`src/rtl/core/lms_pkg.sv`:
```
`timescale 1ns / 1ps
`default_nettype none
// ----------------------------------------------------------------------------
// lms_pkg
// Shared types and codes for the linear move subdivider.
// ----------------------------------------------------------------------------
package lms_pkg;

    typedef enum logic [1:0] {
        OP_MUL  = 2'd0,
        OP_DIV  = 2'd1,
        OP_SQRT = 2'd2
    } lms_op_t;

    localparam logic [1:0] REQ_FEED  = 2'd0;
    localparam logic [1:0] REQ_POINT = 2'd1;

    localparam int LIMIT_BITS = 16;
    localparam int TAG_BITS   = 16;
    localparam logic [LIMIT_BITS-1:0] LIMIT_RESET = 16'd2000;

    // m_tuser bit positions
    localparam int U_ORIG = 0;
    localparam int U_HP   = 1;
    localparam int U_MANY = 2;
    localparam int U_BITS = 3;

endpackage
`default_nettype wire

```
`src/rtl/core/lms_unit.sv`:
```
`timescale 1ns / 1ps
`default_nettype none
// ----------------------------------------------------------------------------
// lms_unit
// Shared iterative unit: shift-add multiply, restoring divide, square root.
// ----------------------------------------------------------------------------
module lms_unit
    import lms_pkg::*;
#(
    parameter int W  = 52,
    parameter int BW = 26
)
(
    input  wire logic          clk,
    input  wire logic          rst_n,
    input  wire logic          start,
    input  wire lms_op_t       op,
    input  wire logic [W-1:0]  opa,
    input  wire logic [BW-1:0] opb,
    output logic               done,
    output logic [W-1:0]       result
);

    localparam int RW = BW + 3;
    localparam int CW = $clog2(W + 1);

    lms_op_t         op_reg;
    logic            busy_reg;
    logic            done_reg;
    logic [CW-1:0]   cnt_reg;
    logic [W-1:0]    acc_reg;
    logic [W-1:0]    a_reg;
    logic [BW-1:0]   b_reg;
    logic [RW-1:0]   rem_reg;

    logic [CW-1:0]   last_cnt;
    logic [RW-1:0]   rem2;
    logic [RW-1:0]   trial;
    logic            take;

    always_comb
    begin
        unique case (op_reg)
            OP_MUL:  last_cnt = CW'(BW - 1);
            OP_DIV:  last_cnt = CW'(W - 1);
            default: last_cnt = CW'(W / 2 - 1);
        endcase
        if (op_reg == OP_SQRT)
        begin
            rem2  = {rem_reg[RW-3:0], a_reg[W-1:W-2]};
            trial = {{(RW-BW-2){1'b0}}, acc_reg[BW-1:0], 2'b01};
        end
        else
        begin
            rem2  = {rem_reg[RW-2:0], a_reg[W-1]};
            trial = {{(RW-BW){1'b0}}, b_reg};
        end
        take = (rem2 >= trial);
    end

    always_ff @(posedge clk or negedge rst_n)
    begin
        if (!rst_n)
        begin
            busy_reg <= 1'b0;
            done_reg <= 1'b0;
            cnt_reg  <= '0;
            op_reg   <= OP_MUL;
        end
        else
        begin
            done_reg <= 1'b0;
            if (start)
            begin
                busy_reg <= 1'b1;
                cnt_reg  <= '0;
                op_reg   <= op;
            end
            else if (busy_reg)
            begin
                cnt_reg <= cnt_reg + 1'b1;
                if (cnt_reg == last_cnt)
                begin
                    busy_reg <= 1'b0;
                    done_reg <= 1'b1;
                end
            end
        end
    end

    always_ff @(posedge clk)
    begin
        if (start)
        begin
            acc_reg <= '0;
            rem_reg <= '0;
            a_reg   <= opa;
            b_reg   <= opb;
        end
        else if (busy_reg)
        begin
            unique case (op_reg)
                OP_MUL:
                begin
                    acc_reg <= {acc_reg[W-2:0], 1'b0} + (b_reg[BW-1] ? a_reg : '0);
                    b_reg   <= {b_reg[BW-2:0], 1'b0};
                end
                OP_DIV:
                begin
                    a_reg   <= {a_reg[W-2:0], 1'b0};
                    rem_reg <= take ? rem2 - trial : rem2;
                    acc_reg <= {acc_reg[W-2:0], take};
                end
                default:
                begin
                    a_reg   <= {a_reg[W-3:0], 2'b00};
                    rem_reg <= take ? rem2 - trial : rem2;
                    acc_reg <= {acc_reg[W-2:0], take};
                end
            endcase
        end
    end

    assign done   = done_reg;
    assign result = acc_reg;

endmodule
`default_nettype wire

```
`src/rtl/core/lms_out.sv`:
```
`timescale 1ns / 1ps
`default_nettype none
// ----------------------------------------------------------------------------
// lms_out
// Output register; takes a new word while the held one is being taken.
// ----------------------------------------------------------------------------
module lms_out
    import lms_pkg::*;
#(
    parameter int DW = 88
)
(
    input  wire logic              clk,
    input  wire logic              rst_n,
    input  wire logic              push_valid,
    output logic                   push_ready,
    input  wire logic [DW-1:0]     push_data,
    input  wire logic [U_BITS-1:0] push_user,
    input  wire logic              push_last,
    output logic                   m_tvalid,
    input  wire logic              m_tready,
    output logic [DW-1:0]          m_tdata,
    output logic [U_BITS-1:0]      m_tuser,
    output logic                   m_tlast
);

    logic              full_reg;
    logic [DW-1:0]     data_reg;
    logic [U_BITS-1:0] user_reg;
    logic              last_reg;

    assign push_ready = !full_reg || m_tready;

    always_ff @(posedge clk or negedge rst_n)
    begin
        if (!rst_n)
            full_reg <= 1'b0;
        else if (push_ready)
            full_reg <= push_valid;
    end

    always_ff @(posedge clk)
    begin
        if (push_ready && push_valid)
        begin
            data_reg <= push_data;
            user_reg <= push_user;
            last_reg <= push_last;
        end
    end

    assign m_tvalid = full_reg;
    assign m_tdata  = data_reg;
    assign m_tuser  = user_reg;
    assign m_tlast  = last_reg;

endmodule
`default_nettype wire

```
`src/rtl/core/linear_move_subdivider_unit.sv`:
```
`timescale 1ns / 1ps
`default_nettype none
// ----------------------------------------------------------------------------
// linear_move_subdivider_unit
// Splits long linear feed moves into legs no longer than leg_limit.
// ----------------------------------------------------------------------------
// channel  dir  tdata                                  tuser / tlast
// s_*      in   target_x, target_y, target_z, cmd_tag  tuser: req_type
// m_*      out  out_x, out_y, out_z, out_tag           tuser: is_original,
//                                                      has_point, too_many;
//                                                      tlast: last
// cfg_*    in   leg_limit, written when cfg_wen is high
//
// A word that is not split is accepted, then emitted. A feed move from a known
// position adds three squares, one square root and three scalings on the
// shared unit, then per intermediate point a check, three divides and an emit,
// and a last check. Reset clears the position and sets leg_limit to 2000. A
// stalled output holds the sequencer at its emit step.
// ----------------------------------------------------------------------------
module linear_move_subdivider_unit
    import lms_pkg::*;
#(
    parameter int MAX_PIECES = 64,
    parameter int COORD_BITS = 24,
    localparam int DW = ((3 * COORD_BITS + TAG_BITS + 7) / 8) * 8
)
(
    input  wire logic                    clk,
    input  wire logic                    rst_n,
    input  wire logic                    s_tvalid,
    output logic                         s_tready,
    // target_x, target_y, target_z, cmd_tag, zero fill
    input  wire logic [DW-1:0]           s_tdata,
    // req_type
    input  wire logic [1:0]              s_tuser,
    output logic                         m_tvalid,
    input  wire logic                    m_tready,
    // out_x, out_y, out_z, out_tag, zero fill
    output logic [DW-1:0]                m_tdata,
    // is_original, has_point, too_many
    output logic [U_BITS-1:0]            m_tuser,
    output logic                         m_tlast,
    input  wire logic                    cfg_wen,
    input  wire logic [LIMIT_BITS-1:0]   cfg_wdata
);

    localparam int CB  = COORD_BITS;
    localparam int PW  = 3 * COORD_BITS + TAG_BITS;
    localparam int BW  = COORD_BITS + 2;
    localparam int W   = 2 * COORD_BITS + 4;
    localparam int NW  = $clog2(MAX_PIECES);

    typedef enum logic [3:0] {
        S_IDLE, S_SQ_GO, S_SQ_WAIT, S_SQRT_GO, S_SQRT_WAIT, S_NUM_GO, S_NUM_WAIT,
        S_CHECK, S_DIV_GO, S_DIV_WAIT, S_EMIT_MID, S_EMIT_ORIG
    } state_t;

    state_t                 state_reg;
    logic [LIMIT_BITS-1:0]  limit_reg;
    logic                   known_reg;
    logic [CB-1:0]          pos_reg [3];
    logic [CB-1:0]          tgt_reg [3];
    logic [CB:0]            d_reg   [3];
    logic [CB:0]            mag_reg [3];
    logic [W-1:0]           num_reg [3];
    logic [W-1:0]           nstep_reg [3];
    logic [CB-1:0]          pt_reg  [3];
    logic [TAG_BITS-1:0]    tag_reg;
    logic                   hp_reg;
    logic                   many_reg;
    logic [1:0]             axis_reg;
    logic [W-1:0]           sum_reg;
    logic [BW-1:0]          len_reg;
    logic [BW:0]            k_reg;
    logic [NW-1:0]          cnt_reg;
    logic                   start_reg;
    lms_op_t                op_reg;
    logic [W-1:0]           opa_reg;
    logic [BW-1:0]          opb_reg;

    logic                   u_done;
    logic [W-1:0]           u_res;
    logic                   push_valid;
    logic                   push_ready;
    logic [DW-1:0]          push_data;
    logic [U_BITS-1:0]      push_user;
    logic [CB-1:0]          t_in [3];
    logic [CB:0]            q_ext;
    logic [CB:0]            pos_ext;
    logic [CB:0]            mag_cur;

    assign s_tready = (state_reg == S_IDLE);
    assign t_in[0]  = s_tdata[CB-1:0];
    assign t_in[1]  = s_tdata[2*CB-1:CB];
    assign t_in[2]  = s_tdata[3*CB-1:2*CB];
    assign q_ext    = {1'b0, u_res[CB-1:0]};
    assign pos_ext  = {pos_reg[axis_reg][CB-1], pos_reg[axis_reg]};
    assign mag_cur  = d_reg[axis_reg][CB] ? (~d_reg[axis_reg] + 1'b1) : d_reg[axis_reg];

    always_comb
    begin
        push_valid = (state_reg == S_EMIT_MID) || (state_reg == S_EMIT_ORIG);
        push_data  = '0;
        push_user  = '0;
        if (state_reg == S_EMIT_ORIG)
        begin
            push_user[U_ORIG] = 1'b1;
            push_user[U_HP]   = hp_reg;
            push_user[U_MANY] = many_reg;
            if (hp_reg)
                push_data[PW-1:0] = {tag_reg, tgt_reg[2], tgt_reg[1], tgt_reg[0]};
            else
                push_data[PW-1:0] = {tag_reg, {(3*CB){1'b0}}};
        end
        else
        begin
            push_user[U_HP]   = 1'b1;
            push_data[PW-1:0] = {tag_reg, pt_reg[2], pt_reg[1], pt_reg[0]};
        end
    end

    always_ff @(posedge clk or negedge rst_n)
    begin
        if (!rst_n)
        begin
            state_reg <= S_IDLE;
            limit_reg <= LIMIT_RESET;
            known_reg <= 1'b0;
            start_reg <= 1'b0;
            for (int i = 0; i < 3; i++)
                pos_reg[i] <= '0;
        end
        else
        begin
            start_reg <= 1'b0;
            if (cfg_wen)
                limit_reg <= cfg_wdata;
            unique case (state_reg)
                S_IDLE:
                begin
                    if (s_tvalid)
                    begin
                        for (int i = 0; i < 3; i++)
                        begin
                            tgt_reg[i] <= t_in[i];
                            d_reg[i]   <= {t_in[i][CB-1], t_in[i]}
                                          - {pos_reg[i][CB-1], pos_reg[i]};
                        end
                        tag_reg  <= s_tdata[PW-1:3*CB];
                        hp_reg   <= (s_tuser == REQ_FEED) || (s_tuser == REQ_POINT);
                        many_reg <= 1'b0;
                        axis_reg <= '0;
                        sum_reg  <= '0;
                        cnt_reg  <= '0;
                        k_reg    <= {{(BW+1-LIMIT_BITS){1'b0}}, limit_reg};
                        if (s_tuser == REQ_FEED && known_reg)
                            state_reg <= S_SQ_GO;
                        else
                            state_reg <= S_EMIT_ORIG;
                    end
                end
                S_SQ_GO:
                begin
                    for (int i = 0; i < 3; i++)
                        mag_reg[i] <= d_reg[i][CB] ? -d_reg[i] : d_reg[i];
                    start_reg <= 1'b1;
                    op_reg    <= OP_MUL;
                    opa_reg   <= W'(mag_cur);
                    opb_reg   <= BW'(mag_cur);
                    state_reg <= S_SQ_WAIT;
                end
                S_SQ_WAIT:
                begin
                    if (u_done)
                    begin
                        sum_reg <= sum_reg + u_res;
                        if (axis_reg == 2'd2)
                            state_reg <= S_SQRT_GO;
                        else
                        begin
                            axis_reg  <= axis_reg + 1'b1;
                            state_reg <= S_SQ_GO;
                        end
                    end
                end
                S_SQRT_GO:
                begin
                    start_reg <= 1'b1;
                    op_reg    <= OP_SQRT;
                    opa_reg   <= sum_reg;
                    axis_reg  <= '0;
                    state_reg <= S_SQRT_WAIT;
                end
                S_SQRT_WAIT:
                begin
                    if (u_done)
                    begin
                        len_reg   <= u_res[BW-1:0];
                        state_reg <= S_NUM_GO;
                    end
                end
                S_NUM_GO:
                begin
                    start_reg <= 1'b1;
                    op_reg    <= OP_MUL;
                    opa_reg   <= W'(mag_reg[axis_reg]);
                    opb_reg   <= BW'(limit_reg);
                    state_reg <= S_NUM_WAIT;
                end
                S_NUM_WAIT:
                begin
                    if (u_done)
                    begin
                        num_reg[axis_reg]   <= u_res;
                        nstep_reg[axis_reg] <= u_res;
                        if (axis_reg == 2'd2)
                            state_reg <= S_CHECK;
                        else
                        begin
                            axis_reg  <= axis_reg + 1'b1;
                            state_reg <= S_NUM_GO;
                        end
                    end
                end
                S_CHECK:
                begin
                    axis_reg <= '0;
                    if (!({1'b0, len_reg} > k_reg))
                        state_reg <= S_EMIT_ORIG;
                    else if (cnt_reg == NW'(MAX_PIECES - 1))
                    begin
                        many_reg  <= 1'b1;
                        state_reg <= S_EMIT_ORIG;
                    end
                    else
                        state_reg <= S_DIV_GO;
                end
                S_DIV_GO:
                begin
                    start_reg <= 1'b1;
                    op_reg    <= OP_DIV;
                    opa_reg   <= num_reg[axis_reg];
                    opb_reg   <= len_reg;
                    state_reg <= S_DIV_WAIT;
                end
                S_DIV_WAIT:
                begin
                    if (u_done)
                    begin
                        pt_reg[axis_reg] <= CB'(d_reg[axis_reg][CB] ? pos_ext - q_ext
                                                                    : pos_ext + q_ext);
                        num_reg[axis_reg] <= num_reg[axis_reg] + nstep_reg[axis_reg];
                        if (axis_reg == 2'd2)
                            state_reg <= S_EMIT_MID;
                        else
                        begin
                            axis_reg  <= axis_reg + 1'b1;
                            state_reg <= S_DIV_GO;
                        end
                    end
                end
                S_EMIT_MID:
                begin
                    if (push_ready)
                    begin
                        k_reg     <= k_reg + (BW+1)'(limit_reg);
                        cnt_reg   <= cnt_reg + 1'b1;
                        state_reg <= S_CHECK;
                    end
                end
                S_EMIT_ORIG:
                begin
                    if (push_ready)
                    begin
                        if (hp_reg)
                        begin
                            for (int i = 0; i < 3; i++)
                                pos_reg[i] <= tgt_reg[i];
                            known_reg <= 1'b1;
                        end
                        state_reg <= S_IDLE;
                    end
                end
                default: state_reg <= S_IDLE;
            endcase
        end
    end

    lms_unit #(
        .W  (W),
        .BW (BW)
    ) u_unit (
        .clk    (clk),
        .rst_n  (rst_n),
        .start  (start_reg),
        .op     (op_reg),
        .opa    (opa_reg),
        .opb    (opb_reg),
        .done   (u_done),
        .result (u_res)
    );

    lms_out #(
        .DW (DW)
    ) u_out (
        .clk        (clk),
        .rst_n      (rst_n),
        .push_valid (push_valid),
        .push_ready (push_ready),
        .push_data  (push_data),
        .push_user  (push_user),
        .push_last  (state_reg == S_EMIT_ORIG),
        .m_tvalid   (m_tvalid),
        .m_tready   (m_tready),
        .m_tdata    (m_tdata),
        .m_tuser    (m_tuser),
        .m_tlast    (m_tlast)
    );

endmodule
`default_nettype wire

```
`config.mk`:
```
export PLATFORM = sky130hd
export DESIGN_NAME = linear_move_subdivider_unit
export DESIGN_NICKNAME = d
export VERILOG_FILES = /design/src/rtl/core/lms_pkg.sv /design/src/rtl/core/lms_unit.sv /design/src/rtl/core/lms_out.sv /design/src/rtl/core/linear_move_subdivider_unit.sv
export SDC_FILE = /design/constraint.sdc
export NUM_CORES = 2
export LEC_CHECK = 0
export ABC_AREA = 1
export BUFFER_PORTS_ARGS = -buffer_cell sky130_fd_sc_hd__buf_2
export CORE_ASPECT_RATIO = 0.8
export CORE_MARGIN = 8
export CORE_UTILIZATION = 40
export CTS_CLUSTER_DIAMETER = 150
export DETAILED_ROUTE_END_ITERATION = 10
export SETUP_SLACK_MARGIN = 0.1
export SLEW_MARGIN = 0
export SYNTH_ARGS = -nofsm -noshare
export SYNTH_HDL_FRONTEND = slang
export SYNTH_SLANG_ARGS = --single-unit
```
`constraint.sdc`:
```
create_clock -name clk -period 9.2 [get_ports clk]
set_input_delay 0.92 -clock clk [delete_from_list [all_inputs] [get_ports clk]]
set_output_delay 0.92 -clock clk [all_outputs]
set_load 0.01 [all_outputs]
```
# Yosys cells after proc, flatten, opt, wreduce, memory -nomap -nowiden
# Memories as Yosys holds them, arrays and structs flattened. A register that Yosys moved wholly into a read port is not among the register bits.
# Cells that the tools add are included.
dict set report totals {
  regBits 566
  ramBits 606
  input_bits 111
  output_inout_bits 94
  wordCells 211
  n_memories 6
}
# memory depth word_bits read_ports rd_ports_with_merged_regs wr line
set mem_list {}
lappend mem_list {nstep_reg 3 52 1 1 1 linear_move_subdivider_unit.sv:66} ;# logic [W-1:0] nstep_reg [3];
lappend mem_list {num_reg 3 52 1 1 1 linear_move_subdivider_unit.sv:65} ;# logic [W-1:0] num_reg [3];
lappend mem_list {d_reg 3 25 4 1 3 linear_move_subdivider_unit.sv:63} ;# logic [CB:0] d_reg [3];
lappend mem_list {mag_reg 3 25 1 1 3 linear_move_subdivider_unit.sv:64} ;# logic [CB:0] mag_reg [3];
lappend mem_list {pt_reg 3 24 3 0 1 linear_move_subdivider_unit.sv:67} ;# logic [CB-1:0] pt_reg [3];
lappend mem_list {tgt_reg 3 24 3 0 3 linear_move_subdivider_unit.sv:62} ;# logic [CB-1:0] tgt_reg [3];
dict set report op_classes {
  add_sub_neg 17
  order_cmp 3
  eq_ne 29
  muxes 81
  bitwise 4
  reduce_logical 40
}
# operator n
set op_table {}
lappend op_table {{52-bit 2-to-1 mux} 7}
lappend op_table {{52-bit case mux with 2 select lines} 2}
lappend op_table {{52-bit case mux with 4 select lines} 1}
lappend op_table {{52-bit adder} 3}
lappend op_table {{72-bit 2-to-1 mux} 2}
lappend op_table {{25-bit 2-to-1 mux} 4}
lappend op_table {{26-bit 2-to-1 mux} 3}
lappend op_table {{26-bit case mux with 3 select lines} 1}
lappend op_table {{25-bit negator} 3}
lappend op_table {{24-bit by 24-bit subtractor with 25-bit output} 3}
lappend op_table {{24-bit 2-to-1 mux} 3}
lappend op_table {{28-bit 2-to-1 mux} 2}
lappend op_table {{27-bit 2-to-1 mux} 2}
lappend op_table {{27-bit case mux with 2 select lines} 1}
lappend op_table {{24-bit binary-select mux with 2-bit select} 1}
lappend op_table {{4-bit case mux with 12 select lines} 1}
lappend op_table {{4-bit 2-to-1 mux} 8}
lappend op_table {{6-bit 2-to-1 mux} 5}
lappend op_table {{29-bit by 28-bit >= comparator with 1-bit output} 1}
lappend op_table {{29-bit 2-to-1 mux} 1}
lappend op_table {{28-bit subtractor} 1}
lappend op_table {{27-bit by 16-bit adder with 27-bit output} 1}
lappend op_table {{26-bit by 27-bit > comparator with 1-bit output} 1}
lappend op_table {{25-bit by 1-bit adder with 25-bit output, second input constant} 1}
lappend op_table {{other kinds (40)} 116}

# Logic depth before layout (Yosys ltp)
dict set report depth {
  word_depth 6
  depth_mapped 23
  mapped_depth_nobuf 21
}

# By module
# From an unflattened synthesis, not the netlist that was laid out.
dict set report unflattened {
  cells_unflattened 8477
  area_unflattened_um2 69583.0
}
# module n_inst cells_each area_each_um2
set modules_own_cells {}
lappend modules_own_cells {linear_move_subdivider_unit 1 5897 52023.6}
lappend modules_own_cells {lms_unit 1 2482 14751.6}
lappend modules_own_cells {lms_out 1 98 2807.7}

# Worst setup path before layout
# No wires, ideal clock.
dict set report synth_path {
  path_kind {input -> register}
  startpoint {input s_tvalid}
  endpoint {register sum_reg[0], enable pin}
  setup_ns 0.739
  arrival_ns 9.124
  setup_slack_ns -0.663
  path_stages 2
  path_cell_list {o21ai_0 > a2111oi_0}
}
dict set report synth_via {
  elab_chain_len 2
}
# element line
set synth_rtl {}
lappend synth_rtl {{start: declaration} linear_move_subdivider_unit.sv:30} ;# input wire logic s_tvalid,
lappend synth_rtl {{2-bit inequality test (no line)} n/a}
lappend synth_rtl {{4-bit AND reduction (no line)} n/a}
lappend synth_rtl {{end signal: assignment} linear_move_subdivider_unit.sv:176} ;# sum_reg <= sum_reg + u_res;
lappend synth_rtl {{end: declaration} linear_move_subdivider_unit.sv:72} ;# logic [W-1:0] sum_reg;
# Every way passes these cells.
# A chain may end at the register's enable or synchronous reset.

==> flow_metrics.py <==
metrics = {
    "setup_path": {
        "crit_type": "register to register",
        "crit_path_start_kind": "register",
        "path_cells": "inv_1 > o21ai_1 > o21ai_2 > buf_4 > inv_2 > or2_2 > o21ai_0 > inv_1 > fa_1 > o21ai_0 > a21boi_0 > o21ai_0 > a31oi_1 > xnor2_1",
        "r2r_cells": 14,
        "worstPathArrival_ps": 6070,
        "cp_common_cell": "o21ai_0",
        "critPathMaxStageDelay_ps": 640,
        "cp_slowest_cell": "edfxtp_1",
        "rr_endpoint": "pt_reg[0][14]$_DFFE_PP_",
        "timing.rr.start": "d_reg[0][24]$_DFFE_PP_",
        "worstSetupEndpointType": "register",
        "regToRegSetupSlack_ps": 3630,
        "crit_fanout": 31,
        "required_ps": 9690,
    },
    "synthesis": {
        "ys_types": 72,
        "synth_edf_count": 986,
        "synth_nets": 8514,
        "yosys.area.top_type": "edfxtp_1",
        "avgSynthCellArea_sq_um": 8.48,
        "syn_area_sq_mm": 0.0684,
        "netlist.area_leader.share_pct": 43.3,
        "seq_area_frac_synth_pct": 49.5,
        "yosysWarnings": 0,
        "yosys-top-cells-area": "edfxtp_1 (43%), nand2_1 (11%), ha_1 (6.0%)",
        "synthFlopType": "edfxtp_1",
        "syn_inst": 8067,
        "synth-async-reset-ratio_pct": 8.95,
        "synth-seq-cells": 1173,
    },
    "detailed_routing": {
        "firstDrtPassIters": 6,
        "wire_per_inst_um": 25.1,
        "ant_nets": 0,
        "drt_iter0_drc": 8238,
        "via_count": 60200,
        "viasPerCell": 5.67,
        "drc_errors": 0,
        "finalWirelength_um": 267000,
    },
    "final_layout": {
        "multiInputGateArea_sq_mm": 0.0301,
        "final_common_cell": "nand2_1",
        "fillCellCount": 16800,
        "nets": 8695,
        "layout_common_cells": "nand2_1 (1931), edfxtp_1 (986), inv_1 (923)",
        "postLayoutCellArea_sq_mm": 0.0762,
        "regArea_sq_mm": 0.0339,
        "syn_to_final_growth_pct": 11.4,
        "drive_gt1_share_pct": 7.23,
    },
    "outcome": {
        "status": "complete, no violations",
    },
    "die": {
        "coreArea_sq_mm": 0.170,
        "fp-row-count": 135,
        "dieArea_sq_mm": 0.185,
        "die_w_um": 478,
        "ios": 205,
        "initial_core_util_pct": 40.3,
        "die_y_um": 386,
    },
    "sta": {
        "final_period_minus_worst_setup_slack_ps": 5570,
        "rsz0062_at_grt": "false",
        "setup_viol": 0,
        "skew_ps": 38.7,
        "relSlewSlack_pct": 8.11,
        "tightest_slew_ps": 1360,
        "maxSlewViolCount": 0,
        "hold_viol": 0,
        "setup_tns_ps": 0,
        "fin_crit_sh_pct": 60.6,
        "max_freq_mhz": 179,
    },
    "grt": {
        "grt_pass1_wl_um": 383000,
        "grt_pass1_vias": 55700,
        "overflow": 0,
        "antenna_found_initial": 37,
        "grt.total_usage_pct": 27.9,
        "grt_max_degree": 102,
    },
    "placement": {
        "dp_hpwl_um": 206000,
        "place_congestion": 1.02,
        "dpl-instance-area_sq_mm": 0.0720,
        "portBuffers": 204,
    },
    "hold_path": {
        "holdCritStartpoint": "s_tdata[73]",
        "whs_path_depth": 1,
        "hold_end": "tag_reg[1]$_DFFE_PP_",
        "hold_path.class": "primary input to register",
    },
    "power": {
        "leakagePower_nw": 31.9,
        "p_sw_share_pct": 51.1,
        "seqPwrFrac_pct": 27.1,
        "peakVddDrop_mv": 0.212,
        "p_per_area_mw_per_mm2": 421,
        "switching_power_mw": 16.4,
        "p_comb_share_pct": 56.6,
        "clockPowerShare_pct": 16.3,
        "power.internal_mw": 15.7,
    },
    "cts": {
        "cts_buffer_depth": 3,
        "htreeDepth": 3,
        "clk_latency_ps": 790,
        "cts_sinks": 1173,
        "cts_hold_buf": 1,
        "cts_root_buffer": "clkbuf_16",
        "clk_pin_slew_ps": 60,
        "tritoncts": "done",
        "cts_buffers": 120,
        "post_cts_buffers": 0,
        "ctsResizeCount": 0,
    },
    "run": {
        "drv_cap": 0,
    },
}
[cell usage after synthesis (7+ instances only)]
cell type and n:
a211oi_1 8, a21boi_0 9, a21o_1 32, a21oi_1 750, a221oi_1 19, a22o_1 26, a31oi_1 69, buf_1 18
buf_2 41, buf_6 7, clkbuf_1 162, dfrtp_1 99, dfxtp_1 82, edfxtp_1 986, fa_1 9, ha_1 327
inv_1 926, inv_2 9, mux2i_1 11, nand2_1 1934, nand3_1 307, nand3b_1 16, nand4_1 86, nor2_1 828
nor2_2 8, nor3_1 83, nor4_1 16, o211ai_1 31, o21a_1 24, o21ai_0 672, o21ai_1 29, o21ai_2 18
o21bai_1 46, o221ai_1 8, o22ai_1 13, or2_2 20, xnor2_1 80, xor2_1 181
[per-stage QoR]
stage | setup slack, ps | hold slack, ps | utilization, % | power (mW) | cells
floorplan | 1320 | 400 | - | 19.6 | 8067
global placement | 3740 | 401 | 42.5 | 26.4 | 10400
detailed placement | 3760 | 405 | 42.5 | 26.4 | 10400
CTS | 3720 | 269 | 44.9 | 31.7 | 10600
global route | 3330 | 274 | 44.9 | 34.0 | 10600
finish | 3630 | 324 | 44.9 | 32.1 | 10600
[worst max-delay path, delay by kind of cell (launching register included)]
kind | cells | cell delay, ps
AOI/OAI and AO/OA | 7 | 2090
DFF | 1 | 640
adders and majority gates | 1 | 430
xor gates and xnor gates | 1 | 510
and+or+nand+nor | 1 | 360
buffers and inverters | 4 | 1230
[worst max-delay path by stage]
stage | from | endpoint | slack [ps] | depth (start not counted)
floorplan | state_reg[1]$_DFFE_PN0P_ | d_reg[0][0]$_DFFE_PP_ | 1320 | 7
global placement | d_reg[0][24]$_DFFE_PP_ | pt_reg[0][14]$_DFFE_PP_ | 3740 | 14
detailed placement | d_reg[0][24]$_DFFE_PP_ | pt_reg[0][14]$_DFFE_PP_ | 3760 | 14
CTS | d_reg[0][24]$_DFFE_PP_ | pt_reg[0][14]$_DFFE_PP_ | 3720 | 14
global route | d_reg[0][24]$_DFFE_PP_ | pt_reg[0][14]$_DFFE_PP_ | 3330 | 14
finish | d_reg[0][24]$_DFFE_PP_ | pt_reg[0][14]$_DFFE_PP_ | 3630 | 14
[power groups by stage]
| stage | clock network (mW) | registers, mW | logic (mW) |
|---|---|---|---|
| 2_1_floorplan | 0 | 8.26 | 11.3 |
| 3_3_place_gp | 0 | 8.70 | 17.7 |
| 3_5_place_dp | 0 | 8.71 | 17.7 |
| 4_1_cts | 5.30 | 8.62 | 17.8 |
| 5_1_grt | 5.48 | 8.75 | 19.8 |
| 6_report | 5.24 | 8.69 | 18.1 |
[area by class of cell]
class	count	share of cell area, %
Sequential cell	1173	44.5
Clock inverter	79	1.20
Tap cell	2260	3.71
Antenna cell	5	0.0164
Inverter	942	4.65
Timing Repair Buffer	295	2.24
Multi-Input combinational cell	5716	39.5
Clock buffer	147	4.21
[layer usage]
metal | part of all wire [%] | up-vias | GRT usage, %
met5 | 0.015 | - | 0
met4 | 1.8 | 6 | 5.00
met2 | 40 | 3002 | 38.9
met1 | 46 | 29200 | 43.0
li1 | - | 27700 | -
met3 | 12 | 298 | 7.78
[cell families (layout without fill, tap and decap cells)]
logic type      count (synthesis)  count (layout)  synth area share, %
compound gates               1772            1772                 14.2
xor+xnor                      262             262                 3.37
fa+ha+maj                     336             336                 6.25
buf+inv                      1178            1463                 6.70
flops                        1173            1173                 49.5
mux                            14              14                0.210
other cells                     0               5                    0
simple gates                 3332            3332                 19.8
(Power assumes the default switching activity.)
